**config.mk**
```make
export PLATFORM = sky130hd
export DESIGN_NAME = sliding_window_qualified_count_unit
export DESIGN_NICKNAME = d
export VERILOG_FILES = /design/src/rtl/core/swqc_pkg.sv /design/src/rtl/core/swqc_ram.sv /design/src/rtl/core/sliding_window_qualified_count_unit.sv
export SDC_FILE = /design/constraint.sdc
export NUM_CORES = 2
export LEC_CHECK = 0
export BUFFER_PORTS_ARGS = -buffer_cell sky130_fd_sc_hd__buf_4
export CAP_MARGIN = 25
export CORE_MARGIN = 10
export CORE_UTILIZATION = 55
export DETAILED_ROUTE_END_ITERATION = 12
export GPL_ROUTABILITY_DRIVEN = 0
export PLACE_DENSITY_LB_ADDON = 0.1
export SYNTH_ARGS = -nofsm -noshare
export SYNTH_HDL_FRONTEND = slang
export SYNTH_SLANG_ARGS = --single-unit
```
**constraint.sdc**
```tcl
create_clock -name clk -period 36.5 [get_ports clk]
set_clock_uncertainty 0.1 [all_clocks]
set_input_delay 0 -clock clk [delete_from_list [all_inputs] [get_ports clk]]
set_output_delay 0 -clock clk [all_outputs]
set_load 0.005 [all_outputs]
```
**src/rtl/core/swqc_pkg.sv**
```systemverilog
// Shared types and constants for the sliding-window qualified count unit.
// Field widths, register indexes and reset values; no dependencies.
`default_nettype none

package swqc_pkg;

  localparam int MAX_WINDOW_DEF = 1024;
  localparam int POS_BITS_DEF   = 32;

  localparam int VALUE_W    = 16;
  localparam int WLEN_W     = 11;
  localparam int INV_W      = 17;
  localparam int POSITION_W = 32;
  localparam int COUNT_W    = 11;
  localparam int MEAN_W     = 17;
  localparam int CFG_IDX_W  = 1;
  localparam int CFG_DATA_W = 17;

  // Register indexes of the configuration port
  localparam logic [CFG_IDX_W-1:0] REG_WINDOW_LEN = 1'd0;
  localparam logic [CFG_IDX_W-1:0] REG_INV_WINDOW = 1'd1;

  localparam logic [WLEN_W-1:0]  WLEN_RESET = 11'd32;
  localparam logic [INV_W-1:0]   INV_RESET  = 17'd2048;

  localparam logic [COUNT_W-1:0] COUNT_MAX  = 11'd2047;
  localparam logic [MEAN_W-1:0]  MEAN_MAX   = 17'd65536;

endpackage

`default_nettype wire

```
**src/rtl/core/swqc_ram.sv**
```systemverilog
// Generic simple dual-port RAM: one write port, one read port, registered read.
// Read-during-write to the same address returns the old data. No dependencies.
`default_nettype none

module swqc_ram #(
  parameter int WIDTH = 1,
  parameter int DEPTH = 1024,
  localparam int AW = (DEPTH > 1) ? $clog2(DEPTH) : 1
) (
  input  wire logic             clk,
  input  wire logic             we,
  input  wire logic [AW-1:0]    waddr,
  input  wire logic [WIDTH-1:0] wdata,
  input  wire logic             re,
  input  wire logic [AW-1:0]    raddr,
  output      logic [WIDTH-1:0] rdata
);

  logic [WIDTH-1:0] mem [DEPTH];

  always_ff @(posedge clk) begin
    if (we) begin
      mem[waddr] <= wdata;
    end
    if (re) begin
      rdata <= mem[raddr];
    end
  end

endmodule

`default_nettype wire

```
**src/rtl/core/sliding_window_qualified_count_unit.sv**
```systemverilog
// Sliding-window qualified count unit: top level.
// Depends on swqc_pkg and swqc_ram (flag ring storage).
//
// Usage:
//  - Input channel (in_valid/in_ready): one beat per position, carrying the
//    position value and a sequence-start mark. A value qualifies when it is
//    nonzero and at most the effective window (window_len clamped to
//    [1, MAX_WINDOW]).
//  - Output channel (out_valid/out_ready): one beat per position whose window
//    count is nonzero; positions with a zero count produce no beat.
//  - Config port: cfg_wr_en/cfg_index/cfg_wdata, write only, taken at once.
//    Write only while the block is idle (pipeline drained).
//  - Throughput: one beat per cycle unless the receiver stalls. The flag ring
//    is read (oldest flag) and written (newest flag) in the same cycle through
//    separate RAM ports; the running total is updated once per beat in stage 1.
//  - Pipeline: a result beat passes the RAM read, the total update and the mean
//    multiply/saturate, each into its own register, before the output shows it.
//  - Reset (synchronous, rst_n low): clears counters, running total, run flag
//    and pipeline valids; registers return to window_len 32 and reciprocal
//    2048. The flag ring is not cleared; only written entries are ever used.
//  - Receiver stall: the whole pipeline holds while the output register is
//    full and out_ready is low; in_ready drops in the same cycle.
`default_nettype none

module sliding_window_qualified_count_unit #(
  parameter int MAX_WINDOW = swqc_pkg::MAX_WINDOW_DEF,
  parameter int POS_BITS   = swqc_pkg::POS_BITS_DEF
) (
  input  wire logic                            clk,
  input  wire logic                            rst_n,
  // input channel
  input  wire logic                            in_valid,
  output      logic                            in_ready,
  input  wire logic [swqc_pkg::VALUE_W-1:0]    in_value_len,
  input  wire logic                            in_seq_start,
  // result channel
  output      logic                            out_valid,
  input  wire logic                            out_ready,
  output      logic [swqc_pkg::POSITION_W-1:0] out_position,
  output      logic [swqc_pkg::COUNT_W-1:0]    out_window_count,
  output      logic [swqc_pkg::MEAN_W-1:0]     out_mean_q16,
  output      logic                            out_run_start,
  // configuration port
  input  wire logic                            cfg_wr_en,
  input  wire logic [swqc_pkg::CFG_IDX_W-1:0]  cfg_index,
  input  wire logic [swqc_pkg::CFG_DATA_W-1:0] cfg_wdata
);

  import swqc_pkg::*;

  // Ring index width, effective-window width and compare widths
  localparam int AW = (MAX_WINDOW > 1) ? $clog2(MAX_WINDOW) : 1;
  localparam int WW = $clog2(MAX_WINDOW + 1);
  localparam int EW = (WW > WLEN_W) ? WW : WLEN_W;
  localparam int QW = (WW > VALUE_W) ? WW : VALUE_W;
  localparam int CW = (WW > POS_BITS) ? WW : POS_BITS;
  localparam int XW = (POS_BITS + 1 > POSITION_W) ? POS_BITS + 1 : POSITION_W;
  localparam int PW = WW + 1;
  localparam int MW = COUNT_W + INV_W;

  localparam logic [EW-1:0] MAX_E    = EW'(MAX_WINDOW);
  localparam logic [WW-1:0] MAX_W    = WW'(MAX_WINDOW);
  localparam logic [PW-1:0] MAX_P    = PW'(MAX_WINDOW);
  localparam logic [AW-1:0] PTR_LAST = AW'(MAX_WINDOW - 1);

  typedef struct packed {
    logic                  start;
    logic                  rd_valid;
    logic                  qual;
    logic [POSITION_W-1:0] position;
  } s1_t;

  typedef struct packed {
    logic [POSITION_W-1:0] position;
    logic [COUNT_W-1:0]    count;
    logic                  run_start;
  } s2_t;

  // ---------------------------------------------------------------------------
  // Configuration registers
  // ---------------------------------------------------------------------------
  logic [WLEN_W-1:0] wlen_r;
  logic [INV_W-1:0]  inv_r;

  always_ff @(posedge clk) begin
    if (!rst_n) begin
      wlen_r <= WLEN_RESET;
      inv_r  <= INV_RESET;
    end else if (cfg_wr_en) begin
      case (cfg_index)
        REG_WINDOW_LEN: wlen_r <= cfg_wdata[WLEN_W-1:0];
        REG_INV_WINDOW: inv_r  <= cfg_wdata[INV_W-1:0];
        default: ;
      endcase
    end
  end

  // Clamp window length to [1, MAX_WINDOW]
  logic [EW-1:0] wlen_ext;
  logic [WW-1:0] win_eff;

  assign wlen_ext = EW'(wlen_r);

  always_comb begin
    if (wlen_ext == '0) begin
      win_eff = WW'(1);
    end else if (wlen_ext > MAX_E) begin
      win_eff = MAX_W;
    end else begin
      win_eff = wlen_ext[WW-1:0];
    end
  end

  // ---------------------------------------------------------------------------
  // Pipeline advance: every stage moves when the output register can take data
  // ---------------------------------------------------------------------------
  logic out_valid_r;
  logic adv;
  logic in_accept;

  assign adv       = !out_valid_r || out_ready;
  assign in_ready  = adv;
  assign in_accept = in_valid && in_ready;

  // ---------------------------------------------------------------------------
  // Stage 0: position and ring pointer, ring write of the new flag, ring read
  // of the flag leaving the window
  // ---------------------------------------------------------------------------
  logic [POS_BITS-1:0] pos_cnt_r, pos_cnt_nxt, pos_cur;
  logic [AW-1:0]       ptr_r, ptr_nxt, ptr_cur;
  logic [POS_BITS:0]   pos_inc;
  logic [XW-1:0]       pos_wide;
  logic [PW-1:0]       ptr_ext, win_p, rd_diff;
  logic [AW-1:0]       rd_addr;
  logic                rd_valid0;
  logic                qual0;
  logic [0:0]          ram_rdata;

  assign pos_cur     = in_seq_start ? '0 : pos_cnt_r;
  assign ptr_cur     = in_seq_start ? '0 : ptr_r;
  assign pos_inc     = {1'b0, pos_cur} + (POS_BITS + 1)'(1);
  assign pos_wide    = XW'(pos_inc);
  assign pos_cnt_nxt = pos_inc[POS_BITS-1:0];

  // Ring pointer tracks position modulo MAX_WINDOW; restart with the position
  // on a counter wrap
  always_comb begin
    if (pos_cnt_nxt == '0 || ptr_cur == PTR_LAST) begin
      ptr_nxt = '0;
    end else begin
      ptr_nxt = ptr_cur + AW'(1);
    end
  end

  assign rd_valid0 = CW'(pos_cur) >= CW'(win_eff);
  assign ptr_ext   = PW'(ptr_cur);
  assign win_p     = PW'(win_eff);
  assign rd_diff   = (ptr_ext < win_p) ? (ptr_ext + MAX_P - win_p) : (ptr_ext - win_p);
  assign rd_addr   = rd_diff[AW-1:0];

  assign qual0 = (in_value_len != '0) && (QW'(in_value_len) <= QW'(win_eff));

  always_ff @(posedge clk) begin
    if (!rst_n) begin
      pos_cnt_r <= '0;
      ptr_r     <= '0;
    end else if (in_accept) begin
      pos_cnt_r <= pos_cnt_nxt;
      ptr_r     <= ptr_nxt;
    end
  end

  // Read and write share the accept; a same-address hit (full-size window)
  // returns the old flag, which is the one leaving the window
  swqc_ram #(
    .WIDTH (1),
    .DEPTH (MAX_WINDOW)
  ) u_flag_ram (
    .clk   (clk),
    .we    (in_accept),
    .waddr (ptr_cur),
    .wdata (qual0),
    .re    (in_accept),
    .raddr (rd_addr),
    .rdata (ram_rdata)
  );

  s1_t  s1_r;
  logic s1_valid_r;

  always_ff @(posedge clk) begin
    if (!rst_n) begin
      s1_valid_r <= 1'b0;
    end else if (adv) begin
      s1_valid_r <= in_accept;
    end
  end

  always_ff @(posedge clk) begin
    if (adv && in_accept) begin
      s1_r.start    <= in_seq_start;
      s1_r.rd_valid <= rd_valid0;
      s1_r.qual     <= qual0;
      s1_r.position <= pos_wide[POSITION_W-1:0];
    end
  end

  // ---------------------------------------------------------------------------
  // Stage 1: read-modify-write of the running total and the run flag
  // ---------------------------------------------------------------------------
  logic [COUNT_W-1:0] total_r, total_nxt, total_base, total_dec;
  logic               in_run_r, in_run_nxt, run_base;
  logic               drop;

  assign total_base = s1_r.start ? '0 : total_r;
  assign run_base   = s1_r.start ? 1'b0 : in_run_r;
  // Drop the leaving flag, saturating at zero; add the new one, saturating high
  assign drop       = s1_r.rd_valid && ram_rdata[0] && (total_base != '0);
  assign total_dec  = total_base - COUNT_W'(drop);
  assign total_nxt  = total_dec + COUNT_W'(s1_r.qual && (total_dec != COUNT_MAX));
  assign in_run_nxt = (total_nxt != '0);

  always_ff @(posedge clk) begin
    if (!rst_n) begin
      total_r  <= '0;
      in_run_r <= 1'b0;
    end else if (adv && s1_valid_r) begin
      total_r  <= total_nxt;
      in_run_r <= in_run_nxt;
    end
  end

  s2_t  s2_r;
  logic s2_valid_r;

  always_ff @(posedge clk) begin
    if (!rst_n) begin
      s2_valid_r <= 1'b0;
    end else if (adv) begin
      s2_valid_r <= s1_valid_r && (total_nxt != '0);
    end
  end

  always_ff @(posedge clk) begin
    if (adv) begin
      s2_r.position  <= s1_r.position;
      s2_r.count     <= total_nxt;
      s2_r.run_start <= !run_base;
    end
  end

  // ---------------------------------------------------------------------------
  // Stage 2: mean = count * reciprocal, saturate, load output register
  // ---------------------------------------------------------------------------
  logic [MW-1:0]     product;
  logic [MEAN_W-1:0] mean_sat;

  assign product  = MW'(s2_r.count) * MW'(inv_r);
  assign mean_sat = (product > MW'(MEAN_MAX)) ? MEAN_MAX : product[MEAN_W-1:0];

  always_ff @(posedge clk) begin
    if (!rst_n) begin
      out_valid_r <= 1'b0;
    end else if (adv) begin
      out_valid_r <= s2_valid_r;
    end
  end

  always_ff @(posedge clk) begin
    if (adv) begin
      out_position     <= s2_r.position;
      out_window_count <= s2_r.count;
      out_mean_q16     <= mean_sat;
      out_run_start    <= s2_r.run_start;
    end
  end

  assign out_valid = out_valid_r;

endmodule

`default_nettype wire

```
* After elaboration in Yosys (flattened, before gate mapping)
Memory sizes are Yosys's and may differ from the RTL's. A register that Yosys moved wholly into a read port is not among the register bits.
Index checks and enable logic that the tools add are counted.
** Operators by class
- $mul :: 1
- Mux-type cells :: 10
- Bitwise logic cells :: 1
- Add/subtract/negate cells :: 7
- Equality and inequality tests :: 2
- Reductions and logical operators :: 19
- Magnitude comparators :: 5
** Operator list (number)
- 11-bit two-way mux :: 3
- 32-bit by 1-bit adder with 32-bit output (second input constant) :: 1
- 32-bit by 11-bit >= comparator with 1-bit output :: 1
- 32-bit zero test :: 1
- 32-bit two-way mux :: 1
- 10-bit two-way mux :: 3
- 28-bit by 17-bit > comparator with 1-bit output (second input constant) :: 1
- 11-bit by 17-bit multiplier with 28-bit output :: 1
- 11-bit nonzero test :: 2
- 10-bit by 1-bit adder with 10-bit output (second input constant) :: 2
- 10-bit subtractor :: 2
- 16-bit by 11-bit <= comparator with 1-bit output :: 1
- 16-bit nonzero test :: 1
- 11-bit by 1-bit adder with 11-bit output :: 1
- 11-bit > comparator (second input constant) :: 1
- 11-bit zero test :: 1
- 10-bit by 11-bit less-than comparator with 1-bit output :: 1
- 11-bit inequality test (second input constant) :: 1
- 11-bit by 1-bit subtractor with 11-bit output :: 1
- 10-bit equality test (second input constant) :: 1
- 1-bit logical AND :: 8
- 2-bit AND reduction :: 2
- 1-bit two-way mux :: 3
- 1-bit zero test :: 2
- 2 further kinds :: 3
** Storage, ports and cells
- Output and inout port bits :: 63
- Bits of input ports :: 40
- Memories kept :: 1
- Bits in writable memories :: 1024
- Register bits :: 225
** Memories
- u_flag_ram.mem :: words 1024, width 1, rd ports 1, clocked after memory_dff 1, write ports 1, RTL line swqc_ram.sv:19 : logic [WIDTH-1:0] mem [DEPTH];

* Depth between registers and ports, before layout
- Word-level depth :: 9
- Mapped depth :: 25
- Mapped depth without buffers :: 21

* Cells and area by module
Synthesis repeated with hierarchy kept, for this count alone.
** Unflattened totals
- Cells, all modules :: 4863
- Area, all modules :: 61240.0 µm²
** Modules (own cells, without submodules)
- swqc_ram :: area each 44666.6 µm², cells an instance 3112, times used 1, sequential area each 30779.5 µm²
- sliding_window_qualified_count_unit :: area each 16573.4 µm², cells an instance 1751, times used 1, sequential area each 5905.7 µm²

* Worst setup path before layout
No wires, ideal clock.
- Path kind :: register to register
- Start :: register wlen_r[10] (netlist: wlen_ext[10])
- End :: register s1_r[32] (netlist bit), data pin
- Data required time :: 33.806 ns
- Stages on the path, launching flop included :: 13
- Library setup time :: 2.594 ns
- Buffers on the path :: 0
- Path slack :: 20.265 ns
- Arrival time :: 13.541 ns
- Path through :: dfxtp_1 -> clkinv_1 -> nand2_1 -> ha_1 -> nor2b_1 -> o21a_1 -> o21a_1 -> o21a_1 -> o21a_1 -> o21a_1 -> o21ai_0 -> a21o_1 -> a211o_1
** Between the ends
- Longest elaborated chain between the ends :: 5
- Elaborated cells between the ends (all ways) :: 6
- Those cells by class :: 2 x order compare; 2 x mux; 2 x reduce/logical
** RTL lines
- from (decl) :: RTL line sliding_window_qualified_count_unit.sv:82 : logic [WLEN_W-1:0] wlen_r;
- from (signal assigned) :: RTL line sliding_window_qualified_count_unit.sv:91 : REG_WINDOW_LEN: wlen_r <= cfg_wdata[WLEN_W-1:0];
- 11-bit > comparator :: RTL line sliding_window_qualified_count_unit.sv:107 : end else if (wlen_ext > MAX_E) begin
- 11-bit two-way mux :: RTL line sliding_window_qualified_count_unit.sv:107
- 11-bit two-way mux * :: RTL line sliding_window_qualified_count_unit.sv:105 : if (wlen_ext == '0) begin
- 16-bit by 11-bit <= comparator with 1-bit output * :: RTL line sliding_window_qualified_count_unit.sv:161 : assign qual0 = (in_value_len != '0) && (QW'(in_value_len) <= QW'(win_eff));
- 1-bit logical AND * :: RTL line sliding_window_qualified_count_unit.sv:161
- named net qual0 :: RTL line sliding_window_qualified_count_unit.sv:136 : logic qual0;
- to (decl) :: RTL line sliding_window_qualified_count_unit.sv:188 : s1_t s1_r;
The timed path passes the listed nets; every way through them passes the cells marked *.
A chain may end at the register's enable or synchronous reset.

* Worst setup path in the final report
- Start :: register s2_r[11] (netlist bit)
- End :: register out_mean_q16[16] (netlist bit), data pin
** Between the ends
- Longest elaborated chain between the ends :: 2
** RTL lines
- from (decl) :: RTL line sliding_window_qualified_count_unit.sv:233 : s2_t s2_r;
- 11-bit by 17-bit multiplier with 28-bit output * :: RTL line sliding_window_qualified_count_unit.sv:258 : assign product = MW'(s2_r.count) * MW'(inv_r);
- 28-bit by 17-bit > comparator with 1-bit output :: RTL line sliding_window_qualified_count_unit.sv:259 : assign mean_sat = (product > MW'(MEAN_MAX)) ? MEAN_MAX : product[MEAN_W-1:0];
- to (signal assigned) :: RTL line sliding_window_qualified_count_unit.sv:273 : out_mean_q16 <= mean_sat;
- to (decl) :: RTL line sliding_window_qualified_count_unit.sv:41 : output logic [swqc_pkg::MEAN_W-1:0] out_mean_q16,
Mark *: on every way between the ends. The rest lies on a longest branch, timed or not.

==> metrics.md <==
| Metric | Value |
|---|---|
| Status | finished, final reports clean |
| Worst setup SP type | flip-flop |
| Antenna cells | 0 |
| Hpwl dp | 85950 um |
| Vias in the first global route | 37.22k |
| Routed WL per cell | 25.45 um |
| Cells after DPL | 5782 |
| Fraction of final layout cells sized beyond drive strength 1 | 15.79% |
| Max stage delay on crit path | 0.80 ns |
| Leakage power | 24.84 nW |
| Critical path buffer and inverter count | 4 |
| CTS clk-pin slew, worst paths | 0.06 ns |
| Synth top cells by count | 1165 x edfxtp_1, 1112 x nor2_1, 332 x nand2_1 |
| CTS resizes | 0 |
| R2r endpoint | out_mean_q16[16] |
| Cell type with the largest total area after synthesis | edfxtp_1 |
| R2R depth | 19 |
| DIE WIDTH | 351.4 um |
| Core area | 0.1090 sq mm |
| Post-synth EDFFs | 1165 |
| DRC viols | 0 |
| Row cnt | 121 |
| Root buf cell | clkbuf_16 |
| Pin count of the biggest net entering global routing | 279 |
| Gr ovfl total | 0 |
| Yosys reg bits | 1250 |
| Critical-path top delay cell | or4_1 |
| Syn Nets | 4844 |
| Post-synthesis cell count | 4562 |
| Worst Hold Class | in2reg |
| Setup CP Type | reg2reg |
| Worst-path maximum fanout | 18 |
| Critical Path RT | 36.85 ns |
| FF-to-FF Start | s2_r[11] |
| I/O Pins | 103 |
| GRT Total Usage | 25.35% |
| Register area share after synthesis | 60.74% |
| Clock sink count | 1250 |
| FMAX | 0.1347 GHz |
| Area share of the largest cell type after synthesis | 57.92% |
| Final Util | 62.18% |
| Drt first pass iters | 5 |
| Initial Util | 55.41% |
| Post-synth top flop | edfxtp_1 |
| Final Instance Area | 0.06778 sq mm |
| CTS max path bufs | 3 |
| Reg2Reg Setup Slack | 29.08 ns |
| Placed instance area | 0.06250 sq mm |
| WP data arrival | 7.77 ns |
| Crit path max-delay family | adder cells |
| Die area | 0.1235 sq mm |
| Hold depth | 4 |
| Total chip power | 3.216 mW |
| Die Span Y | 351.4 um |
| Pins over their slew limit | 0 |
| H-tree levels | 4 |
| Skew-Pair Late Insertion Delay | 0.75 ns |
| CP dominant cell by count | fa_1 |
| Slew @ Worst Pin | 1.233 ns |
| Crit path cell chain | and2_1 > fa_1 > inv_1 > fa_1 > inv_1 > fa_1 > fa_1 > inv_1 > fa_1 > inv_1 > ha_1 > a21oi_1 > o21bai_1 > a21o_1 > a21o_1 > or3_1 > a211o_1 > or4_1 > or4_1 |
| Hold-critical path endpoint | in_run_r |
| Via Count | 37.60k |
| Maximum VDD drop | 0.04482 mV |
| Max cap viols | 0 |
| TritonCTS buffer count | 132 |
| Placement Setup Slack | 29.12 ns |
| Nets@finish | 4866 |
| RSZ-0062 raised after global routing | false |
| Synth area leaders | edfxtp_1 58%, mux4_2 12%, nor2_1 6.9% |
| Final ANT Viol Nets | 0 |
| Post-Syn Area | 0.06040 sq mm |
| YS warnings | 0 |
| Power per cell area | 47.45 mW/mm^2 |
| Worst setup margin | 29.08 ns |
| Drt total wl | 155100 um |
| Initial antenna violation count | 0 |
| Final Hold Violating Endpoints | 0 |
| Initial DRC count | 4360 |
| Crit end category | flip-flop |
| Vias per cell | 6.169 |
| IO buf count | 102 |
| Syn avg cell area | 13.24 sq um |
| Period minus WS final | 7.421 ns |
| Ys async rst share | 0% |
| Count leader, synth | edfxtp_1 |
| Hold Slack | 0.06489 ns |
| Global-route wire length before repair | 234800 um |
| Setup TNS | 0 ns |
| Final period util | 20.33% |
| Number of distinct library cells after synthesis | 78 |
| Relative slew slack | 17.83% |
| Final non-filler cell total | 6094 |
| Hold Path Origin | rst_n |
| Final setup viols | 0 |
| TritonCTS clock tree | done |
| Layout area overhead | 12.21% |
==> routing by layer <==
metal / part of all wire, % / GRT usage, % / routed length, um / up-vias
met5: 0 / 0 / 0 / -
met4: 3.0 / 8.055 / 4651 / 0
met3: 8.2 / 4.475 / 12770 / 269
met2: 48 / 41.03 / 75020 / 1537
met1: 40 / 35.06 / 62650 / 19359
li1: - / - / - / 16431
==> how the worst max path moves through the flow <==
stage | start | end | slack, ns | depth (start not counted)
final | s2_r[11] | out_mean_q16[16] | 29.08 | 19
after global placement | s2_r[11] | out_mean_q16[16] | 29.23 | 19
after global routing | s2_r[11] | out_mean_q16[16] | 28.74 | 19
after CTS | s2_r[11] | out_mean_q16[16] | 29.08 | 19
after detailed placement | s2_r[11] | out_mean_q16[16] | 29.12 | 19
after floorplan | wlen_ext[10] | s1_r[32] | 20.27 | 12
==> what timing repair did <==
item                                   CTS  global route
buffers inserted                         0             0
endpoints found under the hold margin   98             0
hold buffers                            60             0
==> registers in the layout, summed over array words and instances (netlist names), 11 cells and up <==
signal and flops:
out_position 32, s1_r 35, wlen_ext 11, inv_r 17, out_window_count 11, u_flag_ram.mem 1024, out_mean_q16 17, pos_cnt_r 32
s2_r 44, total_r 11
==> power breakdown <==
group | total [mW] | internal (mW) | switching, mW | leakage (nW)
registers | 1.60 | 1.57 | 0.0235 | 13.6
clock network | 1.29 | 0.740 | 0.548 | 1.97
logic | 0.331 | 0.139 | 0.192 | 9.23
==> logic make-up (layout without fill, tap and decap cells) <==
logic type,count (synthesis),after routing,share of synthesized area [%]
muxes,324,324,12.00
AOI/OAI and AO/OA,285,285,3.196
and+or+nand+nor,1843,1843,12.97
buffers and inverters,554,672,3.478
DFF,1250,1250,60.74
adders and majority gates,242,242,6.691
xor gates and xnor gates,64,64,0.9281
==> tightest hold or removal path, cell delays in order <==
cell	delay [ns]
dlygate4sd3_1	0.55
buf_4	0.18
o21ai_0	0.09
a21oi_1	0.04
==> cells in the final DEF (no fill, tap or decap), types with 25 or more instances in the layout <==
cell	instances
edfxtp_1	1165
nor2_1	1112
nand2_1	332
mux4_2	320
inv_1	187
buf_4	159
clkbuf_16	136
fa_1	134
ha_1	106
and2_1	86
dfxtp_1	85
a21oi_1	84
dlygate4sd3_1	60
nor3_1	58
nand3_1	45
clkbuf_1	44
xnor2_1	43
nor4_1	36
o21ai_0	35
and3_1	25
buf_16	25
==> area by class of cell <==
| type | instances | area [sq um] |
|---|---|---|
| Multi-Input combinational cell | 2758 | 21930 |
| Tap cell | 1414 | 1769 |
| Fill cell | 8235 | 41230 |
| Clock inverter | 48 | 486.7 |
| Sequential cell | 1250 | 36690 |
| Clock buffer | 182 | 3596 |
| Timing Repair Buffer | 251 | 2587 |
| Inverter | 191 | 721.9 |
(Power assumes the default switching activity.)
